[src/rtl/core/utf8s_pkg.sv]
`default_nettype none

package utf8s_pkg;

    // replacement character U+FFFD in utf-8
    localparam logic [7:0] REP_BYTE0 = 8'hEF;
    localparam logic [7:0] REP_BYTE1 = 8'hBF;
    localparam logic [7:0] REP_BYTE2 = 8'hBD;

    // byte class boundaries
    localparam logic [7:0] CONT_LO  = 8'h80;
    localparam logic [7:0] CONT_HI  = 8'hBF;
    localparam logic [7:0] LEAD2_LO = 8'hC0;
    localparam logic [7:0] LEAD3_LO = 8'hE0;
    localparam logic [7:0] LEAD4_LO = 8'hF0;
    localparam logic [7:0] LEAD_END = 8'hFC;

    localparam int LIMIT_W  = 12;
    localparam int LENGTH_W = 13;

    // most words one input byte can produce: four data bytes plus the summary
    localparam int ITEM_SLOTS = 5;
    localparam int SLOT_CNT_W = $clog2(ITEM_SLOTS + 1);

    typedef struct packed {
        logic [7:0]          out_byte;
        logic                has_byte;
        logic                last;
        logic [LENGTH_W-1:0] line_length;
        logic                line_clean;
    } result_t;

endpackage

`default_nettype wire

[src/rtl/core/utf8s_in_if.sv]
`default_nettype none

interface utf8s_in_if;
    logic       valid;
    logic       ready;
    logic [7:0] in_byte;
    logic       line_end;

    modport source (output valid, output in_byte, output line_end, input ready);
    modport sink (input valid, input in_byte, input line_end, output ready);
endinterface

`default_nettype wire

[src/rtl/core/utf8s_out_if.sv]
`default_nettype none

interface utf8s_out_if;
    logic                           valid;
    logic                           ready;
    logic [7:0]                     out_byte;
    logic                           has_byte;
    logic                           last;
    logic [utf8s_pkg::LENGTH_W-1:0] line_length;
    logic                           line_clean;

    modport source (
        output valid, output out_byte, output has_byte, output last,
        output line_length, output line_clean, input ready
    );
    modport sink (
        input valid, input out_byte, input has_byte, input last,
        input line_length, input line_clean, output ready
    );
endinterface

`default_nettype wire

[src/rtl/core/utf8_sanitize_replace.sv]
// utf-8 line sanitizer: passes well-formed utf-8 through and turns broken
// sequences and stray bytes into the replacement character EF BF BD
// channels: in_ch takes one raw byte per word, line_end marks the last byte
// of a line; out_ch gives one output byte per word, and after the last byte
// of each line a summary word (has_byte 0, last 1) with line length and
// clean flag
// config: cfg_we/cfg_wdata write output_limit; write it only while idle
// latency: the words caused by an input byte appear on out_ch in the cycle
// after it is accepted; a multibyte character comes out when its last byte
// arrives
// throughput: one input byte per cycle while each byte yields at most one
// word and out_ch is ready; a byte that yields more words blocks input until
// the single-read result buffer drains, one word per cycle while out_ch is ready
// reset: limit returns to min(MAX_LINE-5, 4095), line state is cleared,
// the result buffer is emptied
// stall: a word held on out_ch stays stable until taken; input is accepted
// only when the buffer is empty or its last word leaves in the same cycle
`default_nettype none

module utf8_sanitize_replace #(
    parameter int MAX_LINE = 4096
) (
    input  wire logic                          clk,
    input  wire logic                          rst_n,
    utf8s_in_if.sink                           in_ch,
    utf8s_out_if.source                        out_ch,
    input  wire logic                          cfg_we,
    input  wire logic [utf8s_pkg::LIMIT_W-1:0] cfg_wdata
);

    localparam int LW = utf8s_pkg::LIMIT_W;
    localparam int NW = utf8s_pkg::LENGTH_W;
    localparam int NS = utf8s_pkg::ITEM_SLOTS;
    localparam int CW = utf8s_pkg::SLOT_CNT_W;
    localparam logic [LW-1:0] LIMIT_RESET =
        (MAX_LINE > 4100) ? {LW{1'b1}} : LW'(MAX_LINE - 5);

    // configuration
    logic [LW-1:0] limit_reg;

    // line state
    logic [7:0]    held_reg [3];
    logic [7:0]    held_next [3];
    logic [2:0]    exp_reg, exp_next;      // claimed length, 0 when no sequence open
    logic [1:0]    rcv_reg, rcv_next;      // bytes of the sequence held so far
    logic          bad_reg, bad_next;
    logic [NW-1:0] count_reg, count_next;
    logic          clean_reg, clean_next;
    logic          stopped_reg, stopped_next;

    // result buffer, slot 0 is on the output
    utf8s_pkg::result_t slot_reg [NS];
    utf8s_pkg::result_t slot_next [NS];
    logic [CW-1:0]      fill_reg, fill_next;

    logic          accept, pop;
    logic [7:0]    c;
    logic          is_cont;
    logic          seq_bad_now;
    logic [2:0]    rcv_inc;
    logic          rep;
    logic [2:0]    nb;                     // data bytes produced by this word
    logic [7:0]    bytes [4];
    logic [NW-1:0] len_line;
    logic          clean_line;

    assign pop    = out_ch.valid && out_ch.ready;
    assign accept = in_ch.valid && in_ch.ready;
    // take a new byte once the buffer runs empty in this cycle
    assign in_ch.ready = (fill_reg == CW'(0)) || ((fill_reg == CW'(1)) && out_ch.ready);

    assign out_ch.valid       = (fill_reg != CW'(0));
    assign out_ch.out_byte    = slot_reg[0].out_byte;
    assign out_ch.has_byte    = slot_reg[0].has_byte;
    assign out_ch.last        = slot_reg[0].last;
    assign out_ch.line_length = slot_reg[0].line_length;
    assign out_ch.line_clean  = slot_reg[0].line_clean;

    assign c       = in_ch.in_byte;
    assign is_cont = c inside {[utf8s_pkg::CONT_LO:utf8s_pkg::CONT_HI]};

    // decode one byte against the line state
    always_comb
    begin
        held_next    = held_reg;
        exp_next     = exp_reg;
        rcv_next     = rcv_reg;
        bad_next     = bad_reg;
        clean_next   = clean_reg;
        stopped_next = stopped_reg;
        seq_bad_now  = bad_reg | ~is_cont;
        rcv_inc      = {1'b0, rcv_reg} + 3'd1;
        rep          = 1'b0;
        nb           = 3'd0;
        for (int k = 0; k < 4; k++)
        begin
            bytes[k] = c;
        end

        if (!stopped_reg)
        begin
            if (exp_reg == 3'd0)
            begin
                // a character would start here: check the limit first
                if (count_reg >= {1'b0, limit_reg})
                begin
                    stopped_next = 1'b1;
                end
                else if (c < utf8s_pkg::CONT_LO)
                begin
                    nb = 3'd1;
                end
                else if (c >= utf8s_pkg::LEAD2_LO && c < utf8s_pkg::LEAD_END)
                begin
                    if (c < utf8s_pkg::LEAD3_LO)
                    begin
                        exp_next = 3'd2;
                    end
                    else if (c < utf8s_pkg::LEAD4_LO)
                    begin
                        exp_next = 3'd3;
                    end
                    else
                    begin
                        exp_next = 3'd4;
                    end
                    held_next[0] = c;
                    rcv_next     = 2'd1;
                    bad_next     = 1'b0;
                end
                else
                begin
                    // stray continuation or invalid lead
                    rep = 1'b1;
                end
            end
            else
            begin
                if (rcv_reg != 2'd3)
                begin
                    held_next[rcv_reg] = c;
                end
                rcv_next = rcv_inc[1:0];
                bad_next = seq_bad_now;
                if (rcv_inc >= exp_reg)
                begin
                    if (seq_bad_now)
                    begin
                        rep = 1'b1;
                    end
                    else
                    begin
                        nb       = rcv_inc;
                        bytes[0] = held_reg[0];
                        bytes[1] = (rcv_reg > 2'd1) ? held_reg[1] : c;
                        bytes[2] = (rcv_reg > 2'd2) ? held_reg[2] : c;
                    end
                    exp_next = 3'd0;
                    rcv_next = 2'd0;
                    bad_next = 1'b0;
                end
            end
        end

        // sequence cut off by the end of the line
        if (in_ch.line_end && !stopped_next && exp_next != 3'd0)
        begin
            rep = 1'b1;
        end

        if (rep)
        begin
            nb         = 3'd3;
            bytes[0]   = utf8s_pkg::REP_BYTE0;
            bytes[1]   = utf8s_pkg::REP_BYTE1;
            bytes[2]   = utf8s_pkg::REP_BYTE2;
            clean_next = 1'b0;
        end

        len_line   = count_reg + NW'(nb);
        clean_line = clean_next;
        count_next = len_line;

        // data words first, then the summary word at the end of a line
        for (int k = 0; k < NS; k++)
        begin
            slot_next[k] = '0;
            if (3'(k) < nb)
            begin
                slot_next[k].out_byte = bytes[k];
                slot_next[k].has_byte = 1'b1;
            end
            else if (3'(k) == nb)
            begin
                slot_next[k].last        = 1'b1;
                slot_next[k].line_length = len_line;
                slot_next[k].line_clean  = clean_line;
            end
        end
        fill_next = CW'(nb) + CW'(in_ch.line_end);

        // line state returns to its start values after the summary
        if (in_ch.line_end)
        begin
            exp_next     = 3'd0;
            rcv_next     = 2'd0;
            bad_next     = 1'b0;
            count_next   = '0;
            clean_next   = 1'b1;
            stopped_next = 1'b0;
        end
    end

    always_ff @(posedge clk or negedge rst_n)
    begin
        if (!rst_n)
        begin
            limit_reg <= LIMIT_RESET;
        end
        else if (cfg_we)
        begin
            limit_reg <= cfg_wdata;
        end
    end

    always_ff @(posedge clk or negedge rst_n)
    begin
        if (!rst_n)
        begin
            exp_reg     <= 3'd0;
            rcv_reg     <= 2'd0;
            bad_reg     <= 1'b0;
            count_reg   <= '0;
            clean_reg   <= 1'b1;
            stopped_reg <= 1'b0;
        end
        else if (accept)
        begin
            exp_reg     <= exp_next;
            rcv_reg     <= rcv_next;
            bad_reg     <= bad_next;
            count_reg   <= count_next;
            clean_reg   <= clean_next;
            stopped_reg <= stopped_next;
        end
    end

    // held bytes are only read after being written in the same sequence
    always_ff @(posedge clk)
    begin
        if (accept)
        begin
            held_reg <= held_next;
        end
    end

    always_ff @(posedge clk or negedge rst_n)
    begin
        if (!rst_n)
        begin
            fill_reg <= '0;
        end
        else if (accept)
        begin
            fill_reg <= fill_next;
        end
        else if (pop)
        begin
            fill_reg <= fill_reg - CW'(1);
        end
    end

    always_ff @(posedge clk)
    begin
        if (accept)
        begin
            slot_reg <= slot_next;
        end
        else if (pop)
        begin
            for (int k = 0; k < NS - 1; k++)
            begin
                slot_reg[k] <= slot_reg[k + 1];
            end
        end
    end

endmodule

`default_nettype wire

[src/flat_wrapper.sv]
// flat-port wrapper written by rule: the top's interface ports become plain ports
module utf8_sanitize_replace_flat 
#(
    parameter int MAX_LINE = 4096
)
  (clk, rst_n, cfg_we, cfg_wdata, in_ch_valid, in_ch_in_byte, in_ch_line_end, in_ch_ready, out_ch_valid, out_ch_out_byte, out_ch_has_byte, out_ch_last, out_ch_line_length, out_ch_line_clean, out_ch_ready);
  utf8s_in_if in_ch_i ();
  utf8s_out_if out_ch_i ();
  input  wire logic clk;
  input  wire logic rst_n;
  input  wire logic cfg_we;
  input  wire logic [utf8s_pkg::LIMIT_W-1:0] cfg_wdata;
  input wire logic [$bits(in_ch_i.valid)-1:0] in_ch_valid;
  input wire logic [$bits(in_ch_i.in_byte)-1:0] in_ch_in_byte;
  input wire logic [$bits(in_ch_i.line_end)-1:0] in_ch_line_end;
  output wire logic [$bits(in_ch_i.ready)-1:0] in_ch_ready;
  output wire logic [$bits(out_ch_i.valid)-1:0] out_ch_valid;
  output wire logic [$bits(out_ch_i.out_byte)-1:0] out_ch_out_byte;
  output wire logic [$bits(out_ch_i.has_byte)-1:0] out_ch_has_byte;
  output wire logic [$bits(out_ch_i.last)-1:0] out_ch_last;
  output wire logic [$bits(out_ch_i.line_length)-1:0] out_ch_line_length;
  output wire logic [$bits(out_ch_i.line_clean)-1:0] out_ch_line_clean;
  input wire logic [$bits(out_ch_i.ready)-1:0] out_ch_ready;
  assign in_ch_i.valid = in_ch_valid;
  assign in_ch_i.in_byte = in_ch_in_byte;
  assign in_ch_i.line_end = in_ch_line_end;
  assign in_ch_ready = in_ch_i.ready;
  assign out_ch_valid = out_ch_i.valid;
  assign out_ch_out_byte = out_ch_i.out_byte;
  assign out_ch_has_byte = out_ch_i.has_byte;
  assign out_ch_last = out_ch_i.last;
  assign out_ch_line_length = out_ch_i.line_length;
  assign out_ch_line_clean = out_ch_i.line_clean;
  assign out_ch_i.ready = out_ch_ready;
  utf8_sanitize_replace #(.MAX_LINE(MAX_LINE)) u_core (.clk(clk), .rst_n(rst_n), .in_ch(in_ch_i), .out_ch(out_ch_i), .cfg_we(cfg_we), .cfg_wdata(cfg_wdata));
endmodule
[config.mk]
export PLATFORM = sky130hd
export DESIGN_NAME = utf8_sanitize_replace_flat
export DESIGN_NICKNAME = d
export VERILOG_FILES = /design/src/rtl/core/utf8s_pkg.sv /design/src/rtl/core/utf8s_in_if.sv /design/src/rtl/core/utf8s_out_if.sv /design/src/rtl/core/utf8_sanitize_replace.sv /design/src/flat_wrapper.sv
export SDC_FILE = /design/constraint.sdc
export NUM_CORES = 1
export LEC_CHECK = 0
export BUFFER_PORTS_ARGS = -buffer_cell sky130_fd_sc_hd__buf_2
export CAP_MARGIN = 20
export CORE_ASPECT_RATIO = 1.4
export CORE_UTILIZATION = 55
export CTS_CLUSTER_SIZE = 30
export DETAILED_ROUTE_END_ITERATION = 6
export GPL_TIMING_DRIVEN = 0
export PLACE_DENSITY = 0.73
export SYNTH_ARGS = -nofsm -noshare
export SYNTH_HDL_FRONTEND = slang
export SYNTH_SLANG_ARGS = --single-unit
export TNS_END_PERCENT = 50
[constraint.sdc]
create_clock -name clk -period 8.8 [get_ports clk]
set_input_delay 0.88 -clock clk [delete_from_list [all_inputs] [get_ports clk]]
set_output_delay 0.88 -clock clk [all_outputs]
set_load 0.1 [all_outputs]
# Word-level counts from Yosys, hierarchy flattened
# Cells that the tools add are included.
dict set report totals {
  inputBits 26
  out_inout_bits 26
  regBits 172
}
dict set report classes {
  order_cmp 18
  muxes 78
  n_addsub 4
  n_reduce_logical 21
  bitwise 6
  n_eq_ne 13
}
# op count
set ops {}
lappend ops {{two-way mux 96 bit} 2}
lappend ops {{two-way mux 24 bit} 6}
lappend ops {{two-way mux 15 bit} 9}
lappend ops {{two-way mux 8 bit} 7}
lappend ops {{two-way mux 3 bit} 17}
lappend ops {{two-way mux 9 bit} 4}
lappend ops {{less-than comparator 8 bit (second input constant)} 4}
lappend ops {{bitwise mux 24 bit} 1}
lappend ops {{two-way mux 1 bit} 23}
lappend ops {{demux 8 bit (select 2 bit)} 1}
lappend ops {{greater-or-equal comparator 8 bit (second input constant)} 2}
lappend ops {{two-way mux 2 bit} 7}
lappend ops {{adder 13 x 3 -> 13 bit} 1}
lappend ops {{greater-or-equal comparator 13 x 12 -> 1 bit} 1}
lappend ops {{two-way mux 13 bit} 1}
lappend ops {{!= test 2 bit (second input constant)} 5}
lappend ops {{logical NOT 3 bit} 3}
lappend ops {{!= test 3 bit (second input constant)} 3}
lappend ops {{less-or-equal comparator 8 bit (second input constant)} 1}
lappend ops {{logical AND 1 bit} 8}
lappend ops {{== test 2 x 3 -> 1 bit (first input constant)} 2}
lappend ops {{less-than comparator 1 x 3 -> 1 bit (first input constant)} 2}
lappend ops {{less-than comparator 2 x 3 -> 1 bit (first input constant)} 2}
lappend ops {{AND reduction 6 bit} 1}
lappend ops {{other kinds (22)} 27}

# Longest topological paths before layout
# Gate-level depths: netlist of the first run.
dict set report logic_depth {
  depth_word 16
  ltp_mapped 18
}

# Least setup slack after synthesis of the first run
# Ideal clock, no wire load.
dict set report synth_timing {
  path_type {register to register}
  from {register u_core.rcv_reg[0]}
  to {register u_core.slot_reg[32] (netlist bit), data pin}
  t_arrival_ps 4035
  stages_incl_launch_ff 16
  slack_ps 4493
  synth_period_minus_slack_ps 4307
  path_buffers 0
  path_cell_list {dfrtp_1 -> inv_1 -> ha_1 -> ha_1 -> nand2_1 -> o21ai_1 -> a21oi_1 -> o311ai_1 -> nand2_1 -> ha_1 -> a21o_1 -> a21oi_1 -> nand3b_1 -> nor2_1 -> xnor2_1 -> o21ai_0}
}
dict set report synth_between {
  elab_chain_len 13
  elab_cells_between_ends 22
  cone_classes {add/sub: 2; order compare: 2; eq/ne: 1; mux: 15; reduce/logical: 2}
}
# item line
set synth_lines {}
lappend synth_lines {{start, declared} utf8_sanitize_replace.sv:45} ;# logic [1:0] rcv_reg, rcv_next;
lappend synth_lines {{start signal, assigned} utf8_sanitize_replace.sv:240} ;# rcv_reg <= rcv_next;
lappend synth_lines {{adder 2 x 1 -> 3 bit (*)} utf8_sanitize_replace.sv:92} ;# rcv_inc = {1'b0, rcv_reg} + 3'd1;
lappend synth_lines {{greater-or-equal comparator 3 bit} utf8_sanitize_replace.sv:145} ;# if (rcv_inc >= exp_reg)
lappend synth_lines {{two-way mux 3 bit} utf8_sanitize_replace.sv:145}
lappend synth_lines {{two-way mux 3 bit} utf8_sanitize_replace.sv:102} ;# if (exp_reg == 3'd0)
lappend synth_lines {{two-way mux 3 bit} utf8_sanitize_replace.sv:100} ;# if (!stopped_reg)
lappend synth_lines {{nonzero test 3 bit} utf8_sanitize_replace.sv:166} ;# if (in_ch.line_end && !stopped_next && exp_next != 3'd0)
lappend synth_lines {{logical AND 1 bit} utf8_sanitize_replace.sv:166}
lappend synth_lines {{two-way mux 1 bit} utf8_sanitize_replace.sv:166}
lappend synth_lines {{two-way mux 3 bit (*)} utf8_sanitize_replace.sv:171} ;# if (rep)
lappend synth_lines {{adder 13 x 3 -> 13 bit / == test 2 x 3 -> 1 bit (equally long branches)} {utf8_sanitize_replace.sv:180, utf8_sanitize_replace.sv:193}}
lappend synth_lines {{two-way mux 15 bit} utf8_sanitize_replace.sv:193} ;# else if (3'(k) == nb)
lappend synth_lines {{two-way mux 15 bit (*)} utf8_sanitize_replace.sv:188} ;# if (3'(k) < nb)
lappend synth_lines {{two-way mux 96 bit (*)} utf8_sanitize_replace.sv:275} ;# if (accept)
lappend synth_lines {{end signal, assigned} utf8_sanitize_replace.sv:277} ;# slot_reg <= slot_next;
lappend synth_lines {{end signal, assigned by index} utf8_sanitize_replace.sv:283} ;# slot_reg[k] <= slot_reg[k + 1];
lappend synth_lines {{end, declared} utf8_sanitize_replace.sv:52} ;# utf8s_pkg::result_t slot_reg [NS];
# Mark *: on every way between the ends. The rest lies on a longest branch, timed or not.
# A chain may end at the register's enable or synchronous reset.

# Worst setup path in the final report of the first run
dict set report layout_timing {
  from {register u_core.rcv_reg[0]}
  to {register u_core.slot_reg[35] (netlist bit), data pin}
}
# The elaborated chain is that of the path after synthesis.

==> flow_metrics.env, run 1 <==
export IMPL_ant_nets=0
export IMPL_syn_inst=725
export IMPL_crit_fanout=10
export IMPL_ir_worst_vdd_mv=0.2004
export IMPL_clk_latency_ps=430
export IMPL_seq_area_mm2=0.005000
export IMPL_worst_slew_pin_slew_ps=881.0
export IMPL_critPathLaunchType="register"
export IMPL_layout_drive_gt1_share_pct=17.80
export IMPL_grt_max_degree=54
export IMPL_cap_violations=0
export IMPL_synth_adder_area_share_pct=4.308
export IMPL_period_needed_ps=5510
export IMPL_period_share_pct=62.61
export IMPL_die_w_um=105.9
export IMPL_root_buffer="clkbuf_16"
export IMPL_numCtsBuffers=17
export IMPL_vias=5937
export IMPL_crit_path_end_kind="register"
export IMPL_synth_top_family_by_area="compound AO/OA/AOI/OAI gates"
export IMPL_slew_viol_final=0
export IMPL_num_rows=52
export IMPL_p_int_mw=1.985
export IMPL_clkSinkCount=172
export IMPL_cts_buffer_depth=2
export IMPL_cts_hold_buf=0
export IMPL_synth_edff_count=136
export IMPL_drc=0
export IMPL_vias_per_cell=5.949
export IMPL_cts_setup_buffers=0
export IMPL_power_density_mw_per_mm2=362.0
export IMPL_worstPathRequired_ps=8960
export IMPL_yosysWarnings=0
export IMPL_fmax_mhz=181.5
export IMPL_initial_core_util_pct=57.00
export IMPL_power_frac_clock_pct=22.0
export IMPL_num_antenna_cells=0
export IMPL_first_global_vias=5948
export IMPL_synth_seq_cells=172
export IMPL_fillers=1154
export IMPL_overflow=0
export IMPL_gr_usage_all_layers_pct=26.07
export IMPL_cp_arrival_ps=5670
export IMPL_dp_slack_ps=3494
export IMPL_r2r_setup_slack_ps=3290
export IMPL_synthArstFlopShare_pct=20.93
export IMPL_antenna_found_initial=0
export IMPL_cts_tree="yes"
export IMPL_grt_pass1_wl_mm=30.78
export IMPL_yosys_area_share_simple_pct=12.32
export IMPL_fin_nets=852
export IMPL_clkSlewWorstSetupHoldPaths_ps=70
export IMPL_core_mm2=0.01457
export IMPL_dr_first_iter_drc_count=397
export IMPL_areaGrowthSynthToFinish_pct=13.69
export IMPL_avgSynthCellArea_um2=11.46
export IMPL_switchingPower_mw=1.434
export IMPL_setup_violations=0
export IMPL_p_seq_share_pct=37.9
export IMPL_io_pins=52
export IMPL_slew_headroom_pct=41.27
export IMPL_synth_fp_nets=779
export IMPL_outcome="finished, final reports clean"
export IMPL_routed_wl_mm=19.30
export IMPL_gp_congestion=0.9101
export IMPL_synth_xor_area_share_pct=1.476
export IMPL_hold_class="register to register"
export IMPL_firstDrtPassIters=5
export IMPL_wire_per_inst_um=19.34
export IMPL_clock_skew_ps=9.062
export IMPL_syn_area_mm2=0.008307
export IMPL_fp_dieH_um=147.4
export IMPL_rsz0062_at_grt="false"
export IMPL_timing_final_ws_setup_ps=3290
export IMPL_seq_area_frac_synth_pct=60.19
export IMPL_hpwlAfterDp_mm=13.56
export IMPL_post_cts_resized=0
export IMPL_power_leakage_nw=3.811
export IMPL_largest_reg_flops=88
export IMPL_multi_input_area_mm2=0.002873
export IMPL_criticalPathCategory="register to register"
export IMPL_synth_cell_type_count=59
export IMPL_finalSetupTns_ps=0
export IMPL_htree_num_levels=4
export IMPL_io_buffer_count=51
export IMPL_dieArea_mm2=0.01561
export IMPL_synthFlopType="edfxtp_1"
export IMPL_switching_share_pct=41.93
export IMPL_synth_compound_area_share_pct=13.81
export IMPL_synthMuxAreaShare_pct=2.576
export IMPL_hold_viol_final=0
export IMPL_p_comb_share_pct=40.1
[worst max-delay path: stages (launching register included)]
cell and delay (ps):
dfrtp_1 530, ha_1 420, ha_1 320, a21oi_1 210, o21ai_1 240, a21oi_1 320
o32a_1 290, and2_1 160, clkbuf_1 590, ha_1 330, inv_1 70, fa_1 400
nor2b_1 170, o21bai_1 170, nor2_1 290, nand3_1 180, xor2_1 390, o21ai_0 170
[final cells by class]
type / instances / area share [%]
inverter: 32 / 1.272
sequential: 172 / 52.94
clock inverter: 13 / 1.656
multi-input combinational: 463 / 30.42
clock buffer: 17 / 4.505
tap: 189 / 2.504
timing repair buffer: 54 / 3.339
buffer: 58 / 3.365
[path summary, 6_finish.rpt]
check                                           end                start  depth (start not counted)
max in group asynchronous       u_core.count_reg[0]                rst_n                          1
worst min-delay path            u_core.limit_reg[7]  u_core.limit_reg[7]                          2
worst max-delay path            u_core.slot_reg[35]    u_core.rcv_reg[0]                         17
min in group asynchronous         u_core.rcv_reg[1]                rst_n                          1
worst max register to register  u_core.slot_reg[35]    u_core.rcv_reg[0]                         17
worst min register to register  u_core.limit_reg[7]  u_core.limit_reg[7]                          2
[per-layer routing]
layer  global-route usage [%]  up-vias  part of all wire (%)
li1                         -     2775                     -
met4                    11.81        0                   3.7
met5                        0        -                     0
met1                    30.87     2872                    38
met2                    45.78      234                    53
met3                    5.071       56                   5.5
[cell usage after synthesis, types with 4 or more instances]
cell type / instances / area [um^2]
o21ai_0: 68 / 340.3
mux2i_1: 18 / 180.2
buf_2: 5 / 25.02
o21ai_2: 9 / 78.83
dfrtp_1: 24 / 600.6
nor3_1: 13 / 65.06
xnor2_1: 6 / 52.55
nor2_1: 41 / 153.9
a21o_1: 4 / 30.03
inv_1: 31 / 116.4
xor2_1: 8 / 70.07
o211ai_1: 15 / 112.6
a22o_1: 13 / 113.9
a21oi_1: 21 / 105.1
buf_4: 21 / 157.7
a32oi_1: 6 / 52.55
nand4_1: 7 / 43.79
nor2b_1: 10 / 62.56
ha_1: 27 / 337.8
nand2_1: 114 / 427.9
or3_1: 4 / 25.02
o31ai_1: 10 / 75.07
edfxtp_1: 136 / 4084
nand3_1: 10 / 50.05
a31oi_1: 5 / 31.28
and3_1: 9 / 56.30
clkbuf_1: 27 / 101.4
dfstp_2: 12 / 315.3
[cell families (layout without fill, tap and decap cells)]
| group | Yosys count | in the layout |
|---|---|---|
| muxes | 21 | 21 |
| AOI/OAI and AO/OA | 174 | 174 |
| other | 1 | 1 |
| buffers and inverters | 90 | 174 |
| xor gates and xnor gates | 14 | 14 |
| adders and majority gates | 28 | 28 |
| and+or+nand+nor | 225 | 225 |
| DFF | 172 | 172 |
[placed cells by master, fill, tap and decap left out, types with 10 or more instances in the layout]
cell,Yosys,routed
edfxtp_1,136,136
a22o_1,13,13
buf_4,21,21
nor3_1,13,13
nand3_1,10,10
mux2i_1,18,18
o21ai_0,68,68
nor2_1,41,41
ha_1,27,27
clkbuf_1,27,27
a21oi_1,21,21
o31ai_1,10,10
inv_1,31,31
o211ai_1,15,15
nand2_1,114,114
nor2b_1,10,10
buf_2,5,57
dfstp_2,12,12
clkbuf_16,0,17
dfrtp_1,24,24
[metrics by stage]
stage	hold WS [ps]	instances	cell area [um^2]	util, %	power [mW]
after global routing	546.4	998	9444	64.80	3.576
after detailed placement	503.9	968	8862	60.81	2.670
after CTS	519.5	998	9444	64.80	3.416
after floorplan	477.2	725	8307	-	2.326
after global placement	499.0	965	8798	60.37	2.607
final	513.2	998	9444	64.80	3.419
[power by group through the flow]
stage	clock network, mW	registers [mW]	logic [mW]
floorplan	0	1.33	0.992
global placement	0	1.31	1.30
detailed placement	0	1.31	1.36
CTS	0.754	1.30	1.37
global route	0.787	1.32	1.47
finish	0.751	1.30	1.37
Note: power is estimated with default switching activity, not from simulation.
==> run 2, diff against run 1 <==
--- a/config.mk
+++ b/config.mk
@@ -12,7 +12,7 @@
 export CTS_CLUSTER_SIZE = 30
 export DETAILED_ROUTE_END_ITERATION = 6
 export GPL_TIMING_DRIVEN = 0
-export PLACE_DENSITY = 0.73
+export PLACE_DENSITY = 0.76
 export SYNTH_ARGS = -nofsm -noshare
 export SYNTH_HDL_FRONTEND = slang
 export SYNTH_SLANG_ARGS = --single-unit
==> constraint.sdc (replaced) <==
create_clock -name clk -period 4.7 [get_ports clk]
set_input_delay 0.47 -clock clk [delete_from_list [all_inputs] [get_ports clk]]
set_output_delay 0.47 -clock clk [all_outputs]
set_load 0.1 [all_outputs]
==> run 2 against run 1 <==
- non-clock buffer count increased by 4
- clock power increased by 92%
- first-iteration DRC count increased by 36%
- global-route usage increased by 0.098 points
- cell area increased by 1.3%
- highest routed layer unchanged
==> flow_metrics.env, run 2 (synthesized netlist as in run 1, its figures left out) <==
export IMPL_outcome="finished, final reports clean"
export IMPL_final_common_cell="edfxtp_1"
export IMPL_hpwlAfterDp_mm=13.37
export IMPL_period_needed_ps=4518
export IMPL_critPathLaunchType="register"
export IMPL_setup_violations=0
export IMPL_grt_max_degree=76
export IMPL_vias=6116
export IMPL_vias_per_cell=6.092
export IMPL_path_cells="inv_1, ha_1, ha_1, nand2_1, o21ai_4, and3_1, buf_2, nand2_1, clkinvlp_4, buf_2, ha_1, a21oi_2, nand3b_1, nor2_1, xnor2_2, o21ai_0"
export IMPL_crit_fanout=10
export IMPL_firstDrtPassIters=5
export IMPL_ant_nets=0
export IMPL_numCtsBuffers=17
export IMPL_clkSlewWorstSetupHoldPaths_ps=70
export IMPL_finalSetupTns_ps=0
export IMPL_num_antenna_cells=0
export IMPL_power_density_mw_per_mm2=679.4
export IMPL_rsz0062_at_grt="false"
export IMPL_ir_worst_vdd_mv=0.4432
export IMPL_hold_viol_final=0
export IMPL_layout_drive_gt1_share_pct=20.37
export IMPL_first_global_vias=6090
export IMPL_wire_per_inst_um=19.69
export IMPL_areaGrowthSynthToFinish_pct=15.18
export IMPL_crit_family="adder cells"
export IMPL_grt_pass1_wl_mm=30.95
export IMPL_hold_class="input port to asynchronous set/reset pin"
export IMPL_cp_arrival_ps=4680
export IMPL_antenna_found_initial=0
export IMPL_fin_nets=856
export IMPL_dp_slack_ps=-533.4
export IMPL_crit_top_cell="ha_1"
export IMPL_routed_wl_mm=19.77
export IMPL_overflow=0
export IMPL_gp_congestion=0.8855
export IMPL_power_leakage_nw=3.841
export IMPL_largest_reg_flops=88
export IMPL_clk_latency_ps=440
export IMPL_dr_first_iter_drc_count=539
export IMPL_fillers=1123
export IMPL_fp_dieH_um=147.4
export IMPL_clkSinkCount=172
export IMPL_root_buffer="clkbuf_16"
export IMPL_cpPeakStageDelay_ps=480
export IMPL_power_total_mw=6.500
export IMPL_cts_buffer_depth=2
export IMPL_cap_violations=0
export IMPL_period_share_pct=96.14
export IMPL_io_pins=52
export IMPL_drc=0
export IMPL_fmax_mhz=221.3
export IMPL_cts_tree="yes"
export IMPL_worst_slew_pin_slew_ps=959.1
export IMPL_mostFrequentLayoutCells="edfxtp_1, nand2_1, o21ai_0, buf_2, nor2_1"
export IMPL_cpMaxStageDelayCell="dfrtp_2"
export IMPL_criticalPathCategory="register to register"
export IMPL_slew_viol_final=0
export IMPL_clock_skew_ps=10.49
export IMPL_htree_num_levels=4
export IMPL_num_rows=52
export IMPL_initial_core_util_pct=57.00
export IMPL_io_buffer_count=51
export IMPL_slew_headroom_pct=36.06
export IMPL_core_mm2=0.01457
export IMPL_r2r_setup_slack_ps=180
export IMPL_worstPathRequired_ps=4860
export IMPL_gr_usage_all_layers_pct=26.17
export IMPL_timing_final_ws_setup_ps=181.5
export IMPL_dieArea_mm2=0.01561
export IMPL_crit_path_end_kind="register"
export IMPL_cts_hold_buf=0
export IMPL_fin_hold_ws_ps=133.1
export IMPL_die_w_um=105.9
export IMPL_critical_path_buf_inv_count=4
==> run 2: metal layers <==
metal,vias to the layer above,wire (um),global-route usage [%]
met5,-,0,0
met4,0,835,14.79
met3,69,1068,4.365
met2,288,10500,46.86
met1,2981,7367,29.35
li1,2778,-,-
==> run 2: timing repair <==
item / CTS / global route
buffers inserted: 1 / 4
pin swaps: 1 / 2
hold endpoints to repair: 0 / 0
gates resized for setup: 9 / 9
endpoints found under the setup margin: 53 / 48
==> run 2: cell type report <==
class | instances | area (um^2) | share of cell area (%)
clock inverter | 15 | 175.2 | 1.831
timing repair buffer | 59 | 340.3 | 3.557
sequential | 172 | 5001 | 52.27
inverter | 32 | 123.9 | 1.295
clock buffer | 17 | 425.4 | 4.446
multi-input combinational | 463 | 2952 | 30.85
tap | 189 | 236.5 | 2.472
buffer | 57 | 314.1 | 3.282
==> run 2: worst paths after layout <==
kind / from / end / cells past startpoint
max: u_core.rcv_reg[0] / u_core.slot_reg[80] / 16
min: rst_n / u_core.exp_reg[1] / 1
max reg2reg: u_core.rcv_reg[0] / u_core.slot_reg[80] / 16
min reg2reg: u_core.limit_reg[9] / u_core.limit_reg[9] / 2
max in group asynchronous: rst_n / u_core.rcv_reg[0] / 1
min in group clk: in_ch_in_byte[7] / u_core.held_reg[7] / 1
==> run 2: stage by stage <==
step	util, %	area, um^2	cells
global placement	60.37	8798	965
detailed placement	60.72	8850	968
global route	65.65	9568	1004
CTS	65.19	9500	1000
finish	65.65	9568	1004
floorplan	-	8307	725
==> run 2: report_power, final <==
group	internal, mW	leakage [nW]	switching [mW]	total (mW)
logic	0.692	1.79	1.93	2.62
clock network	0.802	0.291	0.642	1.44
registers	2.26	1.76	0.173	2.43
==> run 3, diff against run 2 <==
--- a/config.mk
+++ b/config.mk
@@ -13,6 +13,7 @@
 export DETAILED_ROUTE_END_ITERATION = 6
 export GPL_TIMING_DRIVEN = 0
 export PLACE_DENSITY = 0.76
+export REMOVE_ABC_BUFFERS = 1
 export SYNTH_ARGS = -nofsm -noshare
 export SYNTH_HDL_FRONTEND = slang
 export SYNTH_SLANG_ARGS = --single-unit
==> run 3 against run 2 <==
- routed wire length shrank 9.9%
- combinational power decreased by 7.6%
- sequential power is essentially flat
- core utilization down 2.2 points
- non-clock buffer count is 60 lower
- final cell count fell by 6.0%
- first-iteration DRC count decreased by 24%
- global-route usage decreased by 2.0 points
- count of clock-buffer cells in the layout grew 1
- critical endpoint is now u_core.slot_reg[37]
- highest routed layer unchanged
==> flow_metrics.env, run 3 (synthesized netlist as in run 1, its figures left out) <==
export IMPL_cts_tree="yes"
export IMPL_cts_hold_buf=0
export IMPL_setup_violations=0
export IMPL_first_global_vias=5846
export IMPL_dieArea_mm2=0.01561
export IMPL_clkSinkCount=172
export IMPL_power_leakage_nw=3.663
export IMPL_cts_buffer_depth=2
export IMPL_final_common_cell="edfxtp_1"
export IMPL_slew_viol_final=0
export IMPL_numCtsBuffers=17
export IMPL_ir_worst_vdd_mv=0.3996
export IMPL_htree_num_levels=4
export IMPL_routed_wl_mm=17.82
export IMPL_largest_reg_flops=88
export IMPL_path_cells="inv_1, ha_1, ha_1, a21oi_1, o21ai_2, a21oi_4, o32a_1, and2_4, ha_1, inv_1, fa_1, nor2b_1, o21bai_1, or3_4, xor2_2, o21ai_0"
export IMPL_dr_first_iter_drc_count=408
export IMPL_io_pins=52
export IMPL_firstDrtPassIters=5
export IMPL_die_w_um=105.9
export IMPL_cpMaxStageDelayCell="dfrtp_2"
export IMPL_ant_nets=0
export IMPL_crit_fanout=10
export IMPL_fmax_mhz=220.9
export IMPL_num_rows=52
export IMPL_power_density_mw_per_mm2=672.0
export IMPL_crit_path_end_kind="register"
export IMPL_p_seq_share_pct=39.1
export IMPL_crit_top_cell="ha_1"
export IMPL_layout_drive_gt1_share_pct=18.41
export IMPL_criticalPathCategory="register to register"
export IMPL_period_share_pct=96.32
export IMPL_hpwlAfterDp_mm=11.51
export IMPL_critPathLaunchType="register"
export IMPL_fillers=1128
export IMPL_wire_per_inst_um=18.87
export IMPL_areaGrowthSynthToFinish_pct=11.25
export IMPL_switching_share_pct=42.95
export IMPL_outcome="finished, final reports clean"
export IMPL_dp_cells=910
export IMPL_vias=5746
export IMPL_clk_latency_ps=430
export IMPL_vias_per_cell=6.087
export IMPL_worstPathRequired_ps=4860
export IMPL_mostFrequentLayoutCells="edfxtp_1, nand2_1, o21ai_0, buf_2, nor2_1"
export IMPL_rsz0062_at_grt="true"
export IMPL_gr_usage_all_layers_pct=24.18
export IMPL_slew_headroom_pct=30.13
export IMPL_clkSlewWorstSetupHoldPaths_ps=70
export IMPL_p_comb_share_pct=39.0
export IMPL_initial_core_util_pct=57.00
export IMPL_num_antenna_cells=0
export IMPL_fin_util_pct=63.41
export IMPL_core_mm2=0.01457
export IMPL_fin_nets=796
export IMPL_grt_pass1_wl_mm=28.93
export IMPL_antenna_found_initial=0
export IMPL_switchingPower_mw=2.667
export IMPL_cpPeakStageDelay_ps=470
export IMPL_cap_violations=0
export IMPL_grt_max_degree=75
export IMPL_hold_class="input port to asynchronous set/reset pin"
export IMPL_hold_viol_final=0
export IMPL_clock_skew_ps=9.880
export IMPL_root_buffer="clkbuf_16"
export IMPL_fin_cells=944
export IMPL_power_frac_clock_pct=21.9
export IMPL_gp_congestion=0.8591
export IMPL_drc=0
export IMPL_overflow=0
export IMPL_period_needed_ps=4527
export IMPL_fp_dieH_um=147.4
export IMPL_p_int_mw=3.543
export IMPL_worst_slew_pin_slew_ps=1048
export IMPL_fin_hold_ws_ps=142.1
export IMPL_io_buffer_count=51
export IMPL_cp_arrival_ps=4690
[run 3: final cells by class]
cell class / instances / area, um^2 / area share, %
Sequential cell: 172 / 5001 / 54.12
Multi-Input combinational cell: 463 / 2970 / 32.14
Timing Repair Buffer: 56 / 332.8 / 3.601
Tap cell: 189 / 236.5 / 2.559
Inverter: 32 / 125.1 / 1.354
Clock buffer: 18 / 429.2 / 4.644
Clock inverter: 14 / 146.4 / 1.584
[run 3: power by group through the flow]
stage                     Combinational (mW)  Clock (mW)  Sequential [mW]
after floorplan                         1.10           0             3.12
after global placement                  2.26           0             2.45
after global routing                    2.61        1.43             2.47
after detailed placement                2.34           0             2.46
final                                   2.42        1.36             2.43
after CTS                               2.39        1.36             2.43
[run 3: worst max-delay path: cells and delay by family, from the launching register on]
kind / cells / cell delay (ps)
adder cells (fa/ha/maj): 4 / 1210
flip-flops: 1 / 470
XOR/XNOR: 1 / 270
AO/OA/AOI/OAI: 6 / 1250
AND/OR/NAND/NOR: 3 / 890
buffers and inverters: 2 / 150
[run 3: per-layer routing]
metal	global-route usage (%)	vias to the layer above	part of all wire, %	routed length [um]
met5	0	-	0	0
met4	11.18	0	3.3	596
met3	4.497	49	4.5	807
met2	43.79	198	54	9662
met1	27.42	2836	38	6750
li1	-	2663	-	-
[run 3: repair_timing]
item / CTS / global route
gates resized for setup: 14 / 7
setup buffers: 1 / 0
gates cloned: 0 / 0
endpoints found under the setup margin: 57 / 18
pin swaps: 1 / 1
[run 3: through the flow]
stage / setup WS [ps] / setup TNS [ps] / power, mW / cell area, um^2
floorplan: -2178 / -177890 / 4.214 / 7989
global placement: -3225 / -245380 / 4.715 / 8481
detailed placement: -734.1 / -26340 / 4.795 / 8562
CTS: 85.98 / 0 / 6.185 / 9198
global route: -50.08 / -100.1 / 6.506 / 9241
finish: 173.1 / 0 / 6.210 / 9241
[run 3: worst paths after layout]
path | from | endpoint | slack, ps | cells after the start
hold / removal | rst_n | u_core.fill_reg[0] | 140 | 1
max in group asynchronous | rst_n | u_core.rcv_reg[0] | 3970 | 1
setup reg to reg | u_core.rcv_reg[0] | u_core.slot_reg[37] | 170 | 16
hold reg to reg | u_core.slot_reg[38] | u_core.slot_reg[62] | 510 | 2
setup / recovery | u_core.rcv_reg[0] | u_core.slot_reg[37] | 170 | 16
min in group clk | cfg_wdata[6] | u_core.limit_reg[6] | 250 | 3
